[src/rtl/jttv_pkg.sv]
// ----------------------------------------------------------------------------
// jttv_pkg
// Shared types and constants of the JSON token tree validator.
// ----------------------------------------------------------------------------
`default_nettype none

package jttv_pkg;

   // Stack capacity in frames and width of a frame's child counter.
   localparam int MAX_DEPTH  = 32;
   localparam int COUNT_BITS = 16;

   localparam int ADDR_BITS  = $clog2(MAX_DEPTH);
   localparam int DEPTH_BITS = $clog2(MAX_DEPTH + 1);

   // Token type codes as they arrive on the input.
   typedef enum logic [2:0] {
      TY_UNDEF  = 3'd0,
      TY_OBJECT = 3'd1,
      TY_ARRAY  = 3'd2,
      TY_STRING = 3'd3,
      TY_PRIM   = 3'd4
   } token_kind_type;

   // Kind of an open frame on the stack.
   typedef enum logic [1:0] {
      KIND_ARRAY  = 2'd0,
      KIND_OBJECT = 2'd1,
      KIND_KEY    = 2'd2
   } frame_kind_type;

   // Error codes, the first one of a sequence is kept.
   typedef enum logic [2:0] {
      ERR_NONE       = 3'd0,
      ERR_BAD_TYPE   = 3'd1,
      ERR_SCALAR     = 3'd2,
      ERR_BAD_UTF8   = 3'd3,
      ERR_BAD_KEY    = 3'd4,
      ERR_INCOMPLETE = 3'd5,
      ERR_OVERFLOW   = 3'd6
   } err_type;

   typedef struct packed {
      frame_kind_type          kind;
      logic [COUNT_BITS-1:0]   remaining;
   } frame_type;

   typedef struct packed {
      logic                    en;
      logic [ADDR_BITS-1:0]    addr;
      frame_type               frame;
   } ram_wr_type;

   typedef struct packed {
      logic                    done;
      logic                    ok;
      err_type                 err;
   } rsp_type;

endpackage

`default_nettype wire

[src/rtl/jttv_frame_ram.sv]
// ----------------------------------------------------------------------------
// jttv_frame_ram
// Frame store: one write port and one read port, read data registered.
// ----------------------------------------------------------------------------
`default_nettype none

module jttv_frame_ram
   import jttv_pkg::*;
(
   input  wire logic                 clock,
   input  wire ram_wr_type           wr,
   input  wire logic [ADDR_BITS-1:0] rd_addr,
   output      frame_type            rd_frame
);

   frame_type mem [MAX_DEPTH];
   frame_type rd_frame_ff;

   always_ff @(posedge clock) begin
      if (wr.en) begin
         mem[wr.addr] <= wr.frame;
      end
   end

   always_ff @(posedge clock) begin
      rd_frame_ff <= mem[rd_addr];
   end

   assign rd_frame = rd_frame_ff;

endmodule

`default_nettype wire

[src/rtl/jttv_core.sv]
// ----------------------------------------------------------------------------
// jttv_core
// Token checker and stack control. The top frame lives in registers; frames
// below it live in the frame store, and the one just below the top is always
// prefetched so that a pop never waits for a memory read.
// ----------------------------------------------------------------------------
`default_nettype none

module jttv_core
   import jttv_pkg::*;
(
   input  wire logic                 clock,
   input  wire logic                 reset,
   input  wire logic                 tok_accept,
   input  wire logic [2:0]           tok_type,
   input  wire logic [15:0]          tok_count,
   input  wire logic                 tok_utf8_ok,
   input  wire logic                 tok_last,
   output      ram_wr_type           ram_wr,
   output      logic [ADDR_BITS-1:0] ram_rd_addr,
   input  wire frame_type            ram_rd_frame,
   output      rsp_type              rsp
);

   logic [DEPTH_BITS-1:0] depth_ff, depth_in;
   err_type               err_ff, err_in;
   frame_type             top_ff, top_in;
   logic                  fwd_ff, fwd_in;
   frame_type             fwd_frame_ff, fwd_frame_in;

   logic [COUNT_BITS-1:0] cnt;
   frame_type             below;
   frame_type             dec_frame;
   logic                  have_top;
   logic                  want_key;
   logic                  pops;
   logic                  push;
   frame_type             push_frame;
   err_type               chk_err;
   logic [DEPTH_BITS-1:0] depth_after_pop;
   logic [DEPTH_BITS-1:0] next_depth;
   logic                  overflow;
   err_type               new_err;
   err_type               out_err;

   assign cnt      = COUNT_BITS'(tok_count);
   assign below    = fwd_ff ? fwd_frame_ff : ram_rd_frame;
   assign have_top = (depth_ff != '0);
   assign want_key = have_top && (top_ff.kind == KIND_OBJECT);

   assign dec_frame.kind      = top_ff.kind;
   assign dec_frame.remaining = top_ff.remaining - COUNT_BITS'(1);
   assign pops                = have_top && (dec_frame.remaining == '0);

   // Token shape check against the current top frame.
   always_comb begin
      chk_err    = ERR_NONE;
      push       = 1'b0;
      push_frame = '{kind: KIND_ARRAY, remaining: cnt};
      if (want_key) begin
         if (tok_type != TY_STRING || cnt != COUNT_BITS'(1) || !tok_utf8_ok) begin
            chk_err = ERR_BAD_KEY;
         end else begin
            push       = 1'b1;
            push_frame = '{kind: KIND_KEY, remaining: COUNT_BITS'(1)};
         end
      end else if (tok_type > TY_PRIM) begin
         chk_err = ERR_BAD_TYPE;
      end else if (tok_type == TY_STRING && !tok_utf8_ok) begin
         chk_err = ERR_BAD_UTF8;
      end else if ((tok_type == TY_UNDEF || tok_type == TY_STRING ||
                    tok_type == TY_PRIM) && cnt != '0) begin
         chk_err = ERR_SCALAR;
      end else if ((tok_type == TY_OBJECT || tok_type == TY_ARRAY) && cnt != '0) begin
         push       = 1'b1;
         push_frame = '{kind: (tok_type == TY_OBJECT) ? KIND_OBJECT : KIND_ARRAY,
                        remaining: cnt};
      end
   end

   assign depth_after_pop = depth_ff - DEPTH_BITS'(pops);
   assign next_depth      = depth_after_pop + DEPTH_BITS'(push);
   assign overflow        = push && (depth_after_pop >= DEPTH_BITS'(MAX_DEPTH));

   always_comb begin
      if (err_ff != ERR_NONE) begin
         new_err = err_ff;
      end else if (chk_err != ERR_NONE) begin
         new_err = chk_err;
      end else if (overflow) begin
         new_err = ERR_OVERFLOW;
      end else begin
         new_err = ERR_NONE;
      end
   end

   assign out_err  = (tok_last && new_err == ERR_NONE && next_depth != '0) ?
                     ERR_INCOMPLETE : new_err;
   assign rsp.done = tok_last;
   assign rsp.ok   = (out_err == ERR_NONE);
   assign rsp.err  = out_err;

   // Stack update and frame store write.
   always_comb begin
      depth_in     = depth_ff;
      err_in       = err_ff;
      top_in       = top_ff;
      ram_wr.en    = 1'b0;
      ram_wr.addr  = ADDR_BITS'(depth_ff - DEPTH_BITS'(1));
      ram_wr.frame = dec_frame;
      if (tok_accept) begin
         if (tok_last) begin
            depth_in = '0;
            err_in   = ERR_NONE;
         end else if (err_ff == ERR_NONE) begin
            if (new_err != ERR_NONE) begin
               err_in = new_err;
            end else begin
               depth_in = next_depth;
               if (push) begin
                  top_in = push_frame;
               end else if (pops) begin
                  top_in = below;
               end else begin
                  top_in = dec_frame;
               end
               // The old top is pushed under a new frame: spill it.
               ram_wr.en = push && have_top && !pops;
            end
         end
      end
   end

   // Always prefetch the frame just below the next top.
   assign ram_rd_addr  = ADDR_BITS'(depth_in - DEPTH_BITS'(2));
   assign fwd_in       = ram_wr.en && (ram_wr.addr == ram_rd_addr);
   assign fwd_frame_in = ram_wr.frame;

   always_ff @(posedge clock) begin
      if (reset) begin
         depth_ff <= '0;
         err_ff   <= ERR_NONE;
         fwd_ff   <= 1'b0;
      end else begin
         depth_ff <= depth_in;
         err_ff   <= err_in;
         fwd_ff   <= fwd_in;
      end
   end

   always_ff @(posedge clock) begin
      top_ff       <= top_in;
      fwd_frame_ff <= fwd_frame_in;
   end

endmodule

`default_nettype wire

[src/rtl/jttv_out_skid.sv]
// ----------------------------------------------------------------------------
// jttv_out_skid
// Two-entry output buffer; the input side is ready whenever the skid slot
// is empty, so the upstream ready never depends on the downstream ready.
// ----------------------------------------------------------------------------
`default_nettype none

module jttv_out_skid
   import jttv_pkg::*;
(
   input  wire logic    clock,
   input  wire logic    reset,
   input  wire logic    in_valid,
   output      logic    in_ready,
   input  wire rsp_type in_data,
   output      logic    out_valid,
   input  wire logic    out_ready,
   output      rsp_type out_data
);

   logic    main_valid_ff, main_valid_in;
   logic    skid_valid_ff, skid_valid_in;
   rsp_type main_ff, main_in;
   rsp_type skid_ff, skid_in;
   logic    take;

   assign in_ready  = !skid_valid_ff;
   assign out_valid = main_valid_ff;
   assign out_data  = main_ff;
   assign take      = main_valid_ff && out_ready;

   always_comb begin
      main_valid_in = main_valid_ff;
      skid_valid_in = skid_valid_ff;
      main_in       = main_ff;
      skid_in       = skid_ff;
      if (take) begin
         if (skid_valid_ff) begin
            main_in       = skid_ff;
            skid_valid_in = 1'b0;
         end else begin
            main_valid_in = in_valid;
            main_in       = in_data;
         end
      end else if (in_valid && in_ready) begin
         if (!main_valid_ff) begin
            main_valid_in = 1'b1;
            main_in       = in_data;
         end else begin
            skid_valid_in = 1'b1;
            skid_in       = in_data;
         end
      end
   end

   always_ff @(posedge clock) begin
      if (reset) begin
         main_valid_ff <= 1'b0;
         skid_valid_ff <= 1'b0;
      end else begin
         main_valid_ff <= main_valid_in;
         skid_valid_ff <= skid_valid_in;
      end
   end

   always_ff @(posedge clock) begin
      main_ff <= main_in;
      skid_ff <= skid_in;
   end

endmodule

`default_nettype wire

[src/rtl/json_token_tree_validator.sv]
// ----------------------------------------------------------------------------
// json_token_tree_validator
// Checks a pre-order stream of JSON tokens for a well-formed tree shape and
// reports, for every token word, whether the sequence is still valid.
// ----------------------------------------------------------------------------
//
//   Channel   Direction   Payload
//   req_*     in          one token word: type, child count, UTF-8 flag, last
//   rsp_*     out         one verdict word per token: done, valid, error code
//
// The block takes one token word per cycle while req_tready is high and
// registers its verdict word in the output buffer. The per-token work is a
// single read-modify-write of the top stack frame; the top frame is held in
// registers and the frame below it is prefetched from the frame store every
// cycle, so a pop never waits for a memory read. The frame store needs no
// clearing after reset. Reset is synchronous and active high. A stalled
// result waits in a two-entry output buffer; req_tready drops only when both
// entries are full.
// Errors are sticky: after the first error, tokens are ignored until the
// word marked last, which reports the final verdict and returns the stack
// and the error to their empty state for the next sequence.
// ----------------------------------------------------------------------------
`default_nettype none

module json_token_tree_validator
   import jttv_pkg::*;
(
   input  wire logic        clock,
   input  wire logic        reset,

   input  wire logic        req_tvalid,
   output      logic        req_tready,
   // [15:0] child_count, [16] text_utf8_ok, [23:17] zero
   input  wire logic [23:0] req_tdata,
   // [2:0] token_type
   input  wire logic [2:0]  req_tuser,
   // last_token
   input  wire logic        req_tlast,

   output      logic        rsp_tvalid,
   input  wire logic        rsp_tready,
   // [0] still_valid, [3:1] error_kind, [7:4] zero
   output      logic [7:0]  rsp_tdata,
   // sequence_done
   output      logic        rsp_tlast
);

   logic                 tok_accept;
   ram_wr_type           ram_wr;
   logic [ADDR_BITS-1:0] ram_rd_addr;
   frame_type            ram_rd_frame;
   rsp_type              core_rsp;
   rsp_type              out_rsp;

   // A word is accepted whenever the output buffer has room.
   assign tok_accept = req_tvalid && req_tready;

   jttv_core u_core (
      .clock        (clock),
      .reset        (reset),
      .tok_accept   (tok_accept),
      .tok_type     (req_tuser),
      .tok_count    (req_tdata[15:0]),
      .tok_utf8_ok  (req_tdata[16]),
      .tok_last     (req_tlast),
      .ram_wr       (ram_wr),
      .ram_rd_addr  (ram_rd_addr),
      .ram_rd_frame (ram_rd_frame),
      .rsp          (core_rsp)
   );

   // Frames below the top of the stack.
   jttv_frame_ram u_frame_ram (
      .clock    (clock),
      .wr       (ram_wr),
      .rd_addr  (ram_rd_addr),
      .rd_frame (ram_rd_frame)
   );

   jttv_out_skid u_out_skid (
      .clock     (clock),
      .reset     (reset),
      .in_valid  (tok_accept),
      .in_ready  (req_tready),
      .in_data   (core_rsp),
      .out_valid (rsp_tvalid),
      .out_ready (rsp_tready),
      .out_data  (out_rsp)
   );

   assign rsp_tdata = {4'b0000, out_rsp.err, out_rsp.ok};
   assign rsp_tlast = out_rsp.done;

endmodule

`default_nettype wire

[config.mk]
export PLATFORM = sky130hd
export DESIGN_NAME = json_token_tree_validator
export DESIGN_NICKNAME = d
export VERILOG_FILES = /design/src/rtl/jttv_pkg.sv /design/src/rtl/jttv_frame_ram.sv /design/src/rtl/jttv_core.sv /design/src/rtl/jttv_out_skid.sv /design/src/rtl/json_token_tree_validator.sv
export SDC_FILE = /design/constraint.sdc
export NUM_CORES = 1
export LEC_CHECK = 0
export ABC_CLOCK_PERIOD_IN_PS = 19350
export BUFFER_PORTS_ARGS = -buffer_cell sky130_fd_sc_hd__buf_2
export CAP_MARGIN = 20
export CELL_PAD_IN_SITES_DETAIL_PLACEMENT = 1
export CELL_PAD_IN_SITES_GLOBAL_PLACEMENT = 2
export CORE_MARGIN = 3
export CORE_UTILIZATION = 50
export CTS_BUF_LIST = sky130_fd_sc_hd__clkbuf_8
export CTS_CLUSTER_DIAMETER = 30
export CTS_CLUSTER_SIZE = 25
export DETAILED_ROUTE_END_ITERATION = 8
export GPL_TIMING_DRIVEN = 1
export HOLD_SLACK_MARGIN = 0.02
export PLACE_DENSITY = 0.9
export SLEW_MARGIN = 10
export SYNTH_ARGS = -nofsm -noshare
export SYNTH_HDL_FRONTEND = slang
export SYNTH_SLANG_ARGS = --single-unit
[constraint.sdc]
create_clock -name clock -period 19.35 [get_ports clock]
set_input_delay 1.935 -clock clock [delete_from_list [all_inputs] [get_ports clock]]
set_output_delay 1.935 -clock clock [all_outputs]
set_load 0.02 [all_outputs]
# After elaboration in Yosys (flattened, before gate mapping)
# Memory sizes are Yosys's and may differ from the RTL's. A register that Yosys moved wholly into a read port is not among the register bits.
# Index checks and enable logic that the tools add are counted.
# classes
n_eq_ne,10
n_reduce_logical,45
n_lt_le_gt_ge,2
bitwise_logic,3
addsub,5
n_mux,45
# op_table
op,n
18-bit 2-to-1 mux,9
3-bit 2-to-1 mux,11
6-bit 2-to-1 mux,4
5-bit 2-to-1 mux,4
16-bit logical NOT,1
1-bit 2-to-1 mux,16
16-bit by 1-bit != test with 1-bit output (second input constant),1
16-bit nonzero test,1
16-bit by 1-bit subtractor with 16-bit output (second input constant),1
1-bit logical AND,14
3-bit logical NOT,4
6-bit nonzero test,2
3-bit nonzero test,3
2-bit nonzero test,4
6-bit by 1-bit adder with 6-bit output,1
3-bit by 2-bit == test with 1-bit output (second input constant),2
6-bit greater-or-equal comparator (second input constant),1
2-bit AND reduction,3
3-bit AND reduction,2
6-bit by 1-bit subtractor with 6-bit output,1
5-bit == test,1
1-bit logical OR,5
5-bit AND reduction,1
5-bit by 1-bit subtractor with 5-bit output (second input constant),1
other kinds (12),17
# word_totals
inputBits,32
word_cells,126
regBits,58
n_memories,1
ram_bits,576
output_inout_bits,11
# mem_list
name,words,width,read_ports,rd_clocked_by_memory_dff,write_ports,line_no,source
u_frame_ram.mem,32,18,1,1,1,jttv_frame_ram.sv:16,frame_type mem [MAX_DEPTH];

# Logic depth before layout (Yosys ltp)
# Gate-level depths: netlist (run 1).
# logic_depth
word_depth,20
mapped_depth,29
ltp_nobuf,25

# Hierarchy
# A second synthesis (run 1) with hierarchy kept.
# unflattened
hier_cells,1639
hier_area_um2,26570.5
# modules_own_cells
mod,n_inst,area_per_inst_um2,seq_area_each_um2,cells_per_inst
jttv_frame_ram,1,23049.6,17656.9,1279
jttv_core,1,3024.2,1101.1,326
jttv_out_skid,1,456.7,340.3,28
json_token_tree_validator,1,40.0,0.0,6

# Least setup slack after synthesis (run 1)
# Ideal clock, no wire load.
# synth_timing
path_type,reg-to-reg
startpoint,reg u_core.top_ff[0] in the netlist's numbering
endpoint,mem u_frame_ram.mem[11][0] in the netlist's numbering (enable)
n_path_buf,2
arrival_time_ps,7395
t_required_ps,18904
stages_incl_launch_ff,20
period_less_slack_ps,7841
setup_ps,446
path_slack_ps,11509
path_cell_list,edfxtp_1 > inv_1 > ha_1 > nand2_1 > nor4_1 > xor2_1 > nor4_1 > and2_1 > clkbuf_1 > clkbuf_1 > ha_1 > or3b_1 > nor3_1 > xnor2_1 > a211oi_2 > nor3_2 > nand2_2 > nor4_1 > nand2_1 > nor4b_1
# synth_lines
item,line_no,source
"start, declared",jttv_core.sv:27,"frame_type top_ff, top_in;"
"start signal, assigned",jttv_core.sv:152,top_ff <= top_in;
"end, declared",jttv_frame_ram.sv:16,

==> flow_summary.yaml, run 1 <==
worst_setup_path:
  end_kind: "register"
  slowest_stage: "inv_1"
  slowest_delay_ps: 830
  startpoint_type: "register"
  arrival_ps: 10110
  timing.critical_path.required_ps: 19950
  cpMostUsedCell: "buf_4"
  path_max_fanout: 35
  crit_type: "reg -> reg"
finish:
  diodes: 0
  layout.nets: 1994
  syn_to_final_growth_pct: 15.77
  layout-drive-gt1-share: 0.1777
  stdcell_area_um2: 30710
  fillCellCount: 4870
  fin_cells: 2734
  final_util: 0.5914
grt:
  overflow: 0
  grt_pass1_vias: 18377
  antenna_found_initial: 0
  grt_pass1_wl_um: 118400
  grt_max_degree: 75
  grt.total_usage: 0.2870
timing:
  setup_tns_ps: 0
  slew_headroom: 0.2534
  final-max-slew-violation-count: 0
  setup_slack_ps: 9835
  setup_violations: 0
  clock-skew-final_ps: 44.78
  hold_viol: 0
  timing.fmax_mhz: 105.1
  holdWs_ps: 541.9
  rsz0062_at_grt: "no"
  fin_crit_sh: 0.4917
  period_minus_slack_ps: 9515
  tightest_slew_ps: 1120
synthesis:
  synthTopCellsByArea: "edfxtp_1 68%, mux2i_1 4.4%, dfxtp_1 3.6%"
  postSynth.asyncResetShare: 0
  synth_edf_count: 604
  synth_seq_cells: 652
  yosysMostFrequentCell: "edfxtp_1"
  yosys.area.top_type: "edfxtp_1"
  ys.flop_type: "edfxtp_1"
  yosys_warnings: 0
  synthTopCellsByCount: "604 x edfxtp_1, 238 x nand2_1, 117 x mux2i_1"
  syn_inst: 1854
  synth_seq_area_share: 0.7199
  ys_types: 68
  synth_area_per_cell_um2: 14.31
  synth_top_area_frac: 0.6837
  netlist_area_um2: 26530
clocking:
  clock-sinks: 652
  clk_latency_ps: 740
  cts.path.max_buffers: 3
  ctsHoldBuffers: 0
  cts-resized-gates: 0
  cts_max_level: 3
  cts_setup_buffers: 0
  cts_tree: "built"
  cts_made_buffers: 116
  clk_pin_slew_ps: 80
  cts-root-buf: "clkbuf_8"
detailed_routing:
  wl_per_cell_um: 30.30
  routed.top_layer: "met4"
  drcViolationCount: 0
  via_per_inst: 6.494
  drt-met1-wl_um: 31780
  via_count: 17754
  ant_nets: 0
  first_iter_violations: 1928
  first_pass_iters: 6
  route.met3.wl_um: 6587
  totalWireLength_um: 82850
  met2_length_um: 40830
die:
  dieArea_um2: 55860
  fp.dieH_um: 236.3
  die_w_um: 236.3
  initial_core_util: 0.5109
  fp-row-count: 83
  coreArea_um2: 51920
  ios: 43
pwr:
  p_int_mw: 2.459
  clockPowerShare: 0.484
  total_power_mw: 3.165
  power_frac_seq: 0.487
  power_density_nw_per_um2: 103.0
  swShare: 0.2231
  p_sw_mw: 0.7059
  ir_worst_vdd_uv: 49.86
  p_leak_nw: 10.82
  combPwrFrac: 0.029
place:
  place_area_um2: 27690
  gp_congestion: 0.8409
  io_buffers: 31
  dp_hpwl_um: 45840
  dp_cells: 2502
  place_ws_ps: 10030
worst_hold_path:
  hp-class: "reg -> reg"
run:
  cap_viol_max_count: 0
outcome:
  status: "finished, final reports clean"
[routing by layer]
layer | track usage | up-vias
met4 | 0.1402 | 0
met5 | 0 | -
met3 | 0.05659 | 212
li1 | - | 7441
met2 | 0.4763 | 942
met1 | 0.3625 | 9159
[flip-flops by register name, indices dropped and copies added (netlist names)]
signal and flops:
u_core.depth_ff 6, u_core.err_ff 3, u_core.fwd_ff 1, u_core.fwd_frame_ff 18
u_core.ram_wr 2, u_core.top_ff 16, u_frame_ram.mem 576, u_frame_ram.rd_frame 18
u_out_skid.out_data 5, u_out_skid.out_valid 1, u_out_skid.skid_ff 5, u_out_skid.skid_valid_ff 1
[layout by cell type (no fill, tap or decap), types with 5 or more instances in the layout]
| cell | n |
|---|---|
| a311oi_1 | 19 |
| nand4_1 | 6 |
| bufinv_16 | 22 |
| clkinvlp_4 | 18 |
| clkinv_2 | 20 |
| xnor2_1 | 21 |
| edfxtp_1 | 604 |
| and3_1 | 74 |
| o21ai_1 | 5 |
| buf_16 | 5 |
| nor2b_1 | 6 |
| nor2_4 | 7 |
| clkbuf_8 | 121 |
| nor2_1 | 44 |
| a22oi_1 | 17 |
| a21oi_1 | 51 |
| nor3_2 | 9 |
| nand3_1 | 42 |
| inv_6 | 6 |
| xor2_1 | 6 |
| clkinv_1 | 15 |
| nand2_1 | 238 |
| nor2_2 | 19 |
| buf_2 | 31 |
| buf_4 | 54 |
| nor4_1 | 12 |
| a32oi_1 | 20 |
| clkinv_4 | 8 |
| ha_1 | 12 |
| mux2i_1 | 117 |
| a221oi_1 | 66 |
| inv_1 | 35 |
| a211oi_1 | 73 |
| a31oi_1 | 38 |
| nor3_1 | 13 |
| mux2_2 | 10 |
| dfxtp_1 | 48 |
| o21ai_0 | 62 |
[kinds of logic (layout without fill, tap and decap cells)]
kind of cell               Yosys count  count (layout)  share of synthesized area
DFF                                652             652                     0.7199
and+or+nand+nor                    497             497                    0.08669
AOI/OAI and AO/OA                  381             381                     0.1024
buffers and inverters              148             345                    0.02382
muxes                              129             129                    0.05009
xor gates and xnor gates            34              34                    0.01123
adders and majority gates           12              12                   0.005660
other                                1               4                  0.0001414
[final cells by class]
class | instances | area, um2 | area share
clock buffers | 121 | 1665 | 0.05423
clock inverters | 101 | 1132 | 0.03687
inverters | 26 | 97.59 | 0.003178
multi-input cells | 1057 | 7052 | 0.2296
flip-flops and latches | 652 | 19100 | 0.6219
well taps | 680 | 850.8 | 0.02770
repair buffers | 97 | 814.5 | 0.02652
[power by group through the flow]
| stage | Sequential [mW] | Combinational [mW] | Clock, mW |
|---|---|---|---|
| after floorplan | 1.57 | 0.0556 | 0 |
| after global placement | 1.57 | 0.0821 | 0 |
| after detailed placement | 1.57 | 0.0869 | 0 |
| after CTS | 1.54 | 0.0880 | 1.54 |
| after global routing | 1.54 | 0.0994 | 1.61 |
| final | 1.54 | 0.0924 | 1.53 |
[worst paths after layout]
kind                                    from                              end  slack, ps  depth (start not counted)
min reg2reg  u_core.depth_ff[5]$_SDFFE_PP0P_  u_core.depth_ff[5]$_SDFFE_PP0P_        540                          2
max reg2reg       u_core.top_ff[0]$_DFFE_PP_  u_frame_ram.rd_frame[9]$_DFF_P_       9840                         28
max               u_core.top_ff[0]$_DFFE_PP_  u_frame_ram.rd_frame[9]$_DFF_P_       9840                         28
min          u_core.depth_ff[5]$_SDFFE_PP0P_  u_core.depth_ff[5]$_SDFFE_PP0P_        540                          2
[worst max-delay path: cells and delay by family, from the launching register on]
family	cells	cell delay, ps
AOI/OAI and AO/OA	7	2630
xor gates and xnor gates	2	300
adders and majority gates	3	680
buffers and inverters	8	2760
DFF	1	480
and+or+nand+nor	8	2440
Note: power is estimated with default switching activity, not from simulation.
==> run 2, diff against run 1 <==
ABC_CLOCK_PERIOD_IN_PS = 9780   (was 19350)
CORE_UTILIZATION = 48   (was 50)
PLACE_DENSITY = 0.87   (was 0.9)
clock period = 9.78 ns   (was 19.35 ns; I/O delays follow)
==> run 2 against run 1 <==
Final area grew 0.45%. Global-route usage down 0.099 points. Hold slack got worse by 46 ps. Largest power group is now the clock network. Sequential cell count is the same. Final cell count is 1.3% higher. Die area increased by 4.1%. Utilization shrank 2.3 points. Routed wire length shrank 0.19%. Count of clock-buffer cells in the layout up 2. Worst setup slack worse by 8500 ps. Largest cell class unchanged.
==> flow_summary.yaml, run 2 (synthesis results as in run 1) <==
timing:
  timing.fmax_mhz: 118.9
  tightest_slew_ps: 1076
  hold_viol: 0
  clock-skew-final_ps: 43.45
  rsz0062_at_grt: "no"
  setup_tns_ps: 0
  final-max-slew-violation-count: 0
  setup_violations: 0
  fin_crit_sh: 0.8601
  period_minus_slack_ps: 8412
  holdWs_ps: 496.0
  slew_headroom: 0.2812
pwr:
  power_density_nw_per_um2: 204.3
  p_leak_nw: 10.87
  ir_worst_vdd_uv: 92.62
die:
  ios: 43
  initial_core_util: 0.4891
  dieArea_um2: 58120
  coreArea_um2: 54240
  die_w_um: 241.1
  fp.dieH_um: 241.1
  fp-row-count: 85
finish:
  final_common_cell: "edfxtp_1"
  syn_to_final_growth_pct: 16.29
  layout.nets: 2011
  stdcell_area_um2: 30850
  layout-drive-gt1-share: 0.1910
  regMostFlops: "u_frame_ram.mem"
  final_util: 0.5688
  largest_register_ffs: 576
  layout_common_cells: "604 x edfxtp_1, 238 x nand2_1, 123 x clkbuf_8, 117 x mux2i_1, 74 x and3_1"
  diodes: 0
clocking:
  cts_setup_buffers: 0
  cts.path.max_buffers: 3
  ctsHoldBuffers: 0
  cts-root-buf: "clkbuf_8"
  cts_tree: "built"
  cts_made_buffers: 120
  cts_max_level: 3
  clk_latency_ps: 740
  cts-resized-gates: 0
  clk_pin_slew_ps: 70
  clock-sinks: 652
run:
  cap_viol_max_count: 0
worst_setup_path:
  r2r_slack_ps: 1370
  path_max_fanout: 35
  startpoint_type: "register"
  slowest_stage: "a221oi_1"
  slowest_delay_ps: 720
  end_kind: "register"
  crit_type: "reg -> reg"
  worst-r2r-cell-count: 26
  reg2reg_from: "u_core.top_ff[0]$_DFFE_PP_"
  r2r-end: "u_frame_ram.rd_frame[15]$_DFF_P_"
  worst-path-buf-inv: 7
  arrival_ps: 9000
  timing.critical_path.required_ps: 10360
  cp_top_family: "simple AND/OR/NAND/NOR gates"
detailed_routing:
  first_pass_iters: 6
  totalWireLength_um: 82690
  first_iter_violations: 2026
  via_per_inst: 6.398
  drcViolationCount: 0
  ant_nets: 0
  wl_per_cell_um: 29.86
  via_count: 17716
grt:
  grt_pass1_vias: 18657
  grt_max_degree: 101
  grt.total_usage: 0.2860
  grt_pass1_wl_um: 120000
  overflow: 0
  antenna_found_initial: 1
worst_hold_path:
  whs_endpoint: "u_out_skid.skid_valid_ff$_SDFFE_PP0P_"
  hold_depth: 2
  hp-start: "rsp_tready"
  hp-class: "in -> reg"
place:
  place_area_um2: 27870
  gp_congestion: 0.8806
  io_buffers: 31
  dp_hpwl_um: 45660
outcome:
  status: "finished, final reports clean"
## run 2: changes by cell type in the layout (fill, tap and decap cells not counted), moves of 2 or more
cell | previous run | this run
buf_12 | 1 | 5
buf_16 | 5 | 3
buf_4 | 54 | 69
buf_8 | 4 | 1
bufinv_16 | 22 | 18
clkbuf_8 | 121 | 123
clkinv_1 | 15 | 8
clkinv_2 | 20 | 11
clkinvlp_4 | 18 | 26
inv_1 | 35 | 30
inv_6 | 6 | 20
inv_8 | 0 | 6
nor2_2 | 19 | 25
nor2_4 | 7 | 1
## run 2: per-stage QoR
step                cells  total power, mW  worst slack (ps)
floorplan            1857            3.219              1939
global placement     2536            3.274              1739
detailed placement   2536            3.282              1512
CTS                  2764            6.330              1480
global route         2769            6.477             988.4
finish               2769            6.301              1368
## run 2: cell type report
class / count / area (um2)
flip-flops and latches: 652 / 19100
clock buffers: 123 / 1693
multi-input cells: 1057 / 7033
fillers: 5164 / 23390
well taps: 696 / 870.8
clock inverters: 105 / 1181
inverters: 26 / 97.59
repair buffers: 110 / 875.8
## run 2: power by group
| group | switching [mW] | internal, mW | leakage (nW) |
|---|---|---|---|
| Sequential | 0.00796 | 3.04 | 5.84 |
| Combinational | 0.125 | 0.0543 | 3.63 |
| Clock | 1.35 | 1.72 | 1.40 |
## run 2: worst max-delay path by stage
stage	from	endpoint	cells after the start
CTS	u_core.top_ff[0]$_DFFE_PP_	u_frame_ram.rd_frame[15]$_DFF_P_	26
detailed placement	u_core.top_ff[0]$_DFFE_PP_	u_frame_ram.rd_frame[15]$_DFF_P_	26
global placement	u_core.top_ff[0]$_DFFE_PP_	u_frame_ram.rd_frame[15]$_DFF_P_	26
floorplan	u_core.top_ff[0]$_DFFE_PP_	u_frame_ram.mem[11][0]$_DFFE_PP_	19
global route	u_core.top_ff[0]$_DFFE_PP_	u_frame_ram.rd_frame[15]$_DFF_P_	26
finish	u_core.top_ff[0]$_DFFE_PP_	u_frame_ram.rd_frame[15]$_DFF_P_	26
## run 2: layer usage
metal,wire [um],global-route usage,vias up,share of wire
met5,0,0,-,0
met4,3864,0.1485,0,0.047
met3,6864,0.05211,223,0.083
met2,39580,0.4680,935,0.48
met1,32380,0.3676,9061,0.39
li1,-,-,7497,-
## run 2: worst reg2reg max path, stage by stage (launching register included)
cell and delay (ps):
edfxtp_1 480, inv_1 90, buf_4 320, ha_1 300, nand2_1 170, nor4_1 480
xor2_2 110, buf_4 260, nor4_1 490, and2_1 250, ha_1 200, or3b_1 410
nor3_1 220, xnor2_1 180, a211oi_2 710, nor3_2 250, nand2_2 170, inv_2 190
a221o_1 450, inv_1 100, ha_1 410, inv_1 160, nor2_2 520, buf_4 390
a22oi_1 130, a221oi_1 720, a31oi_1 90
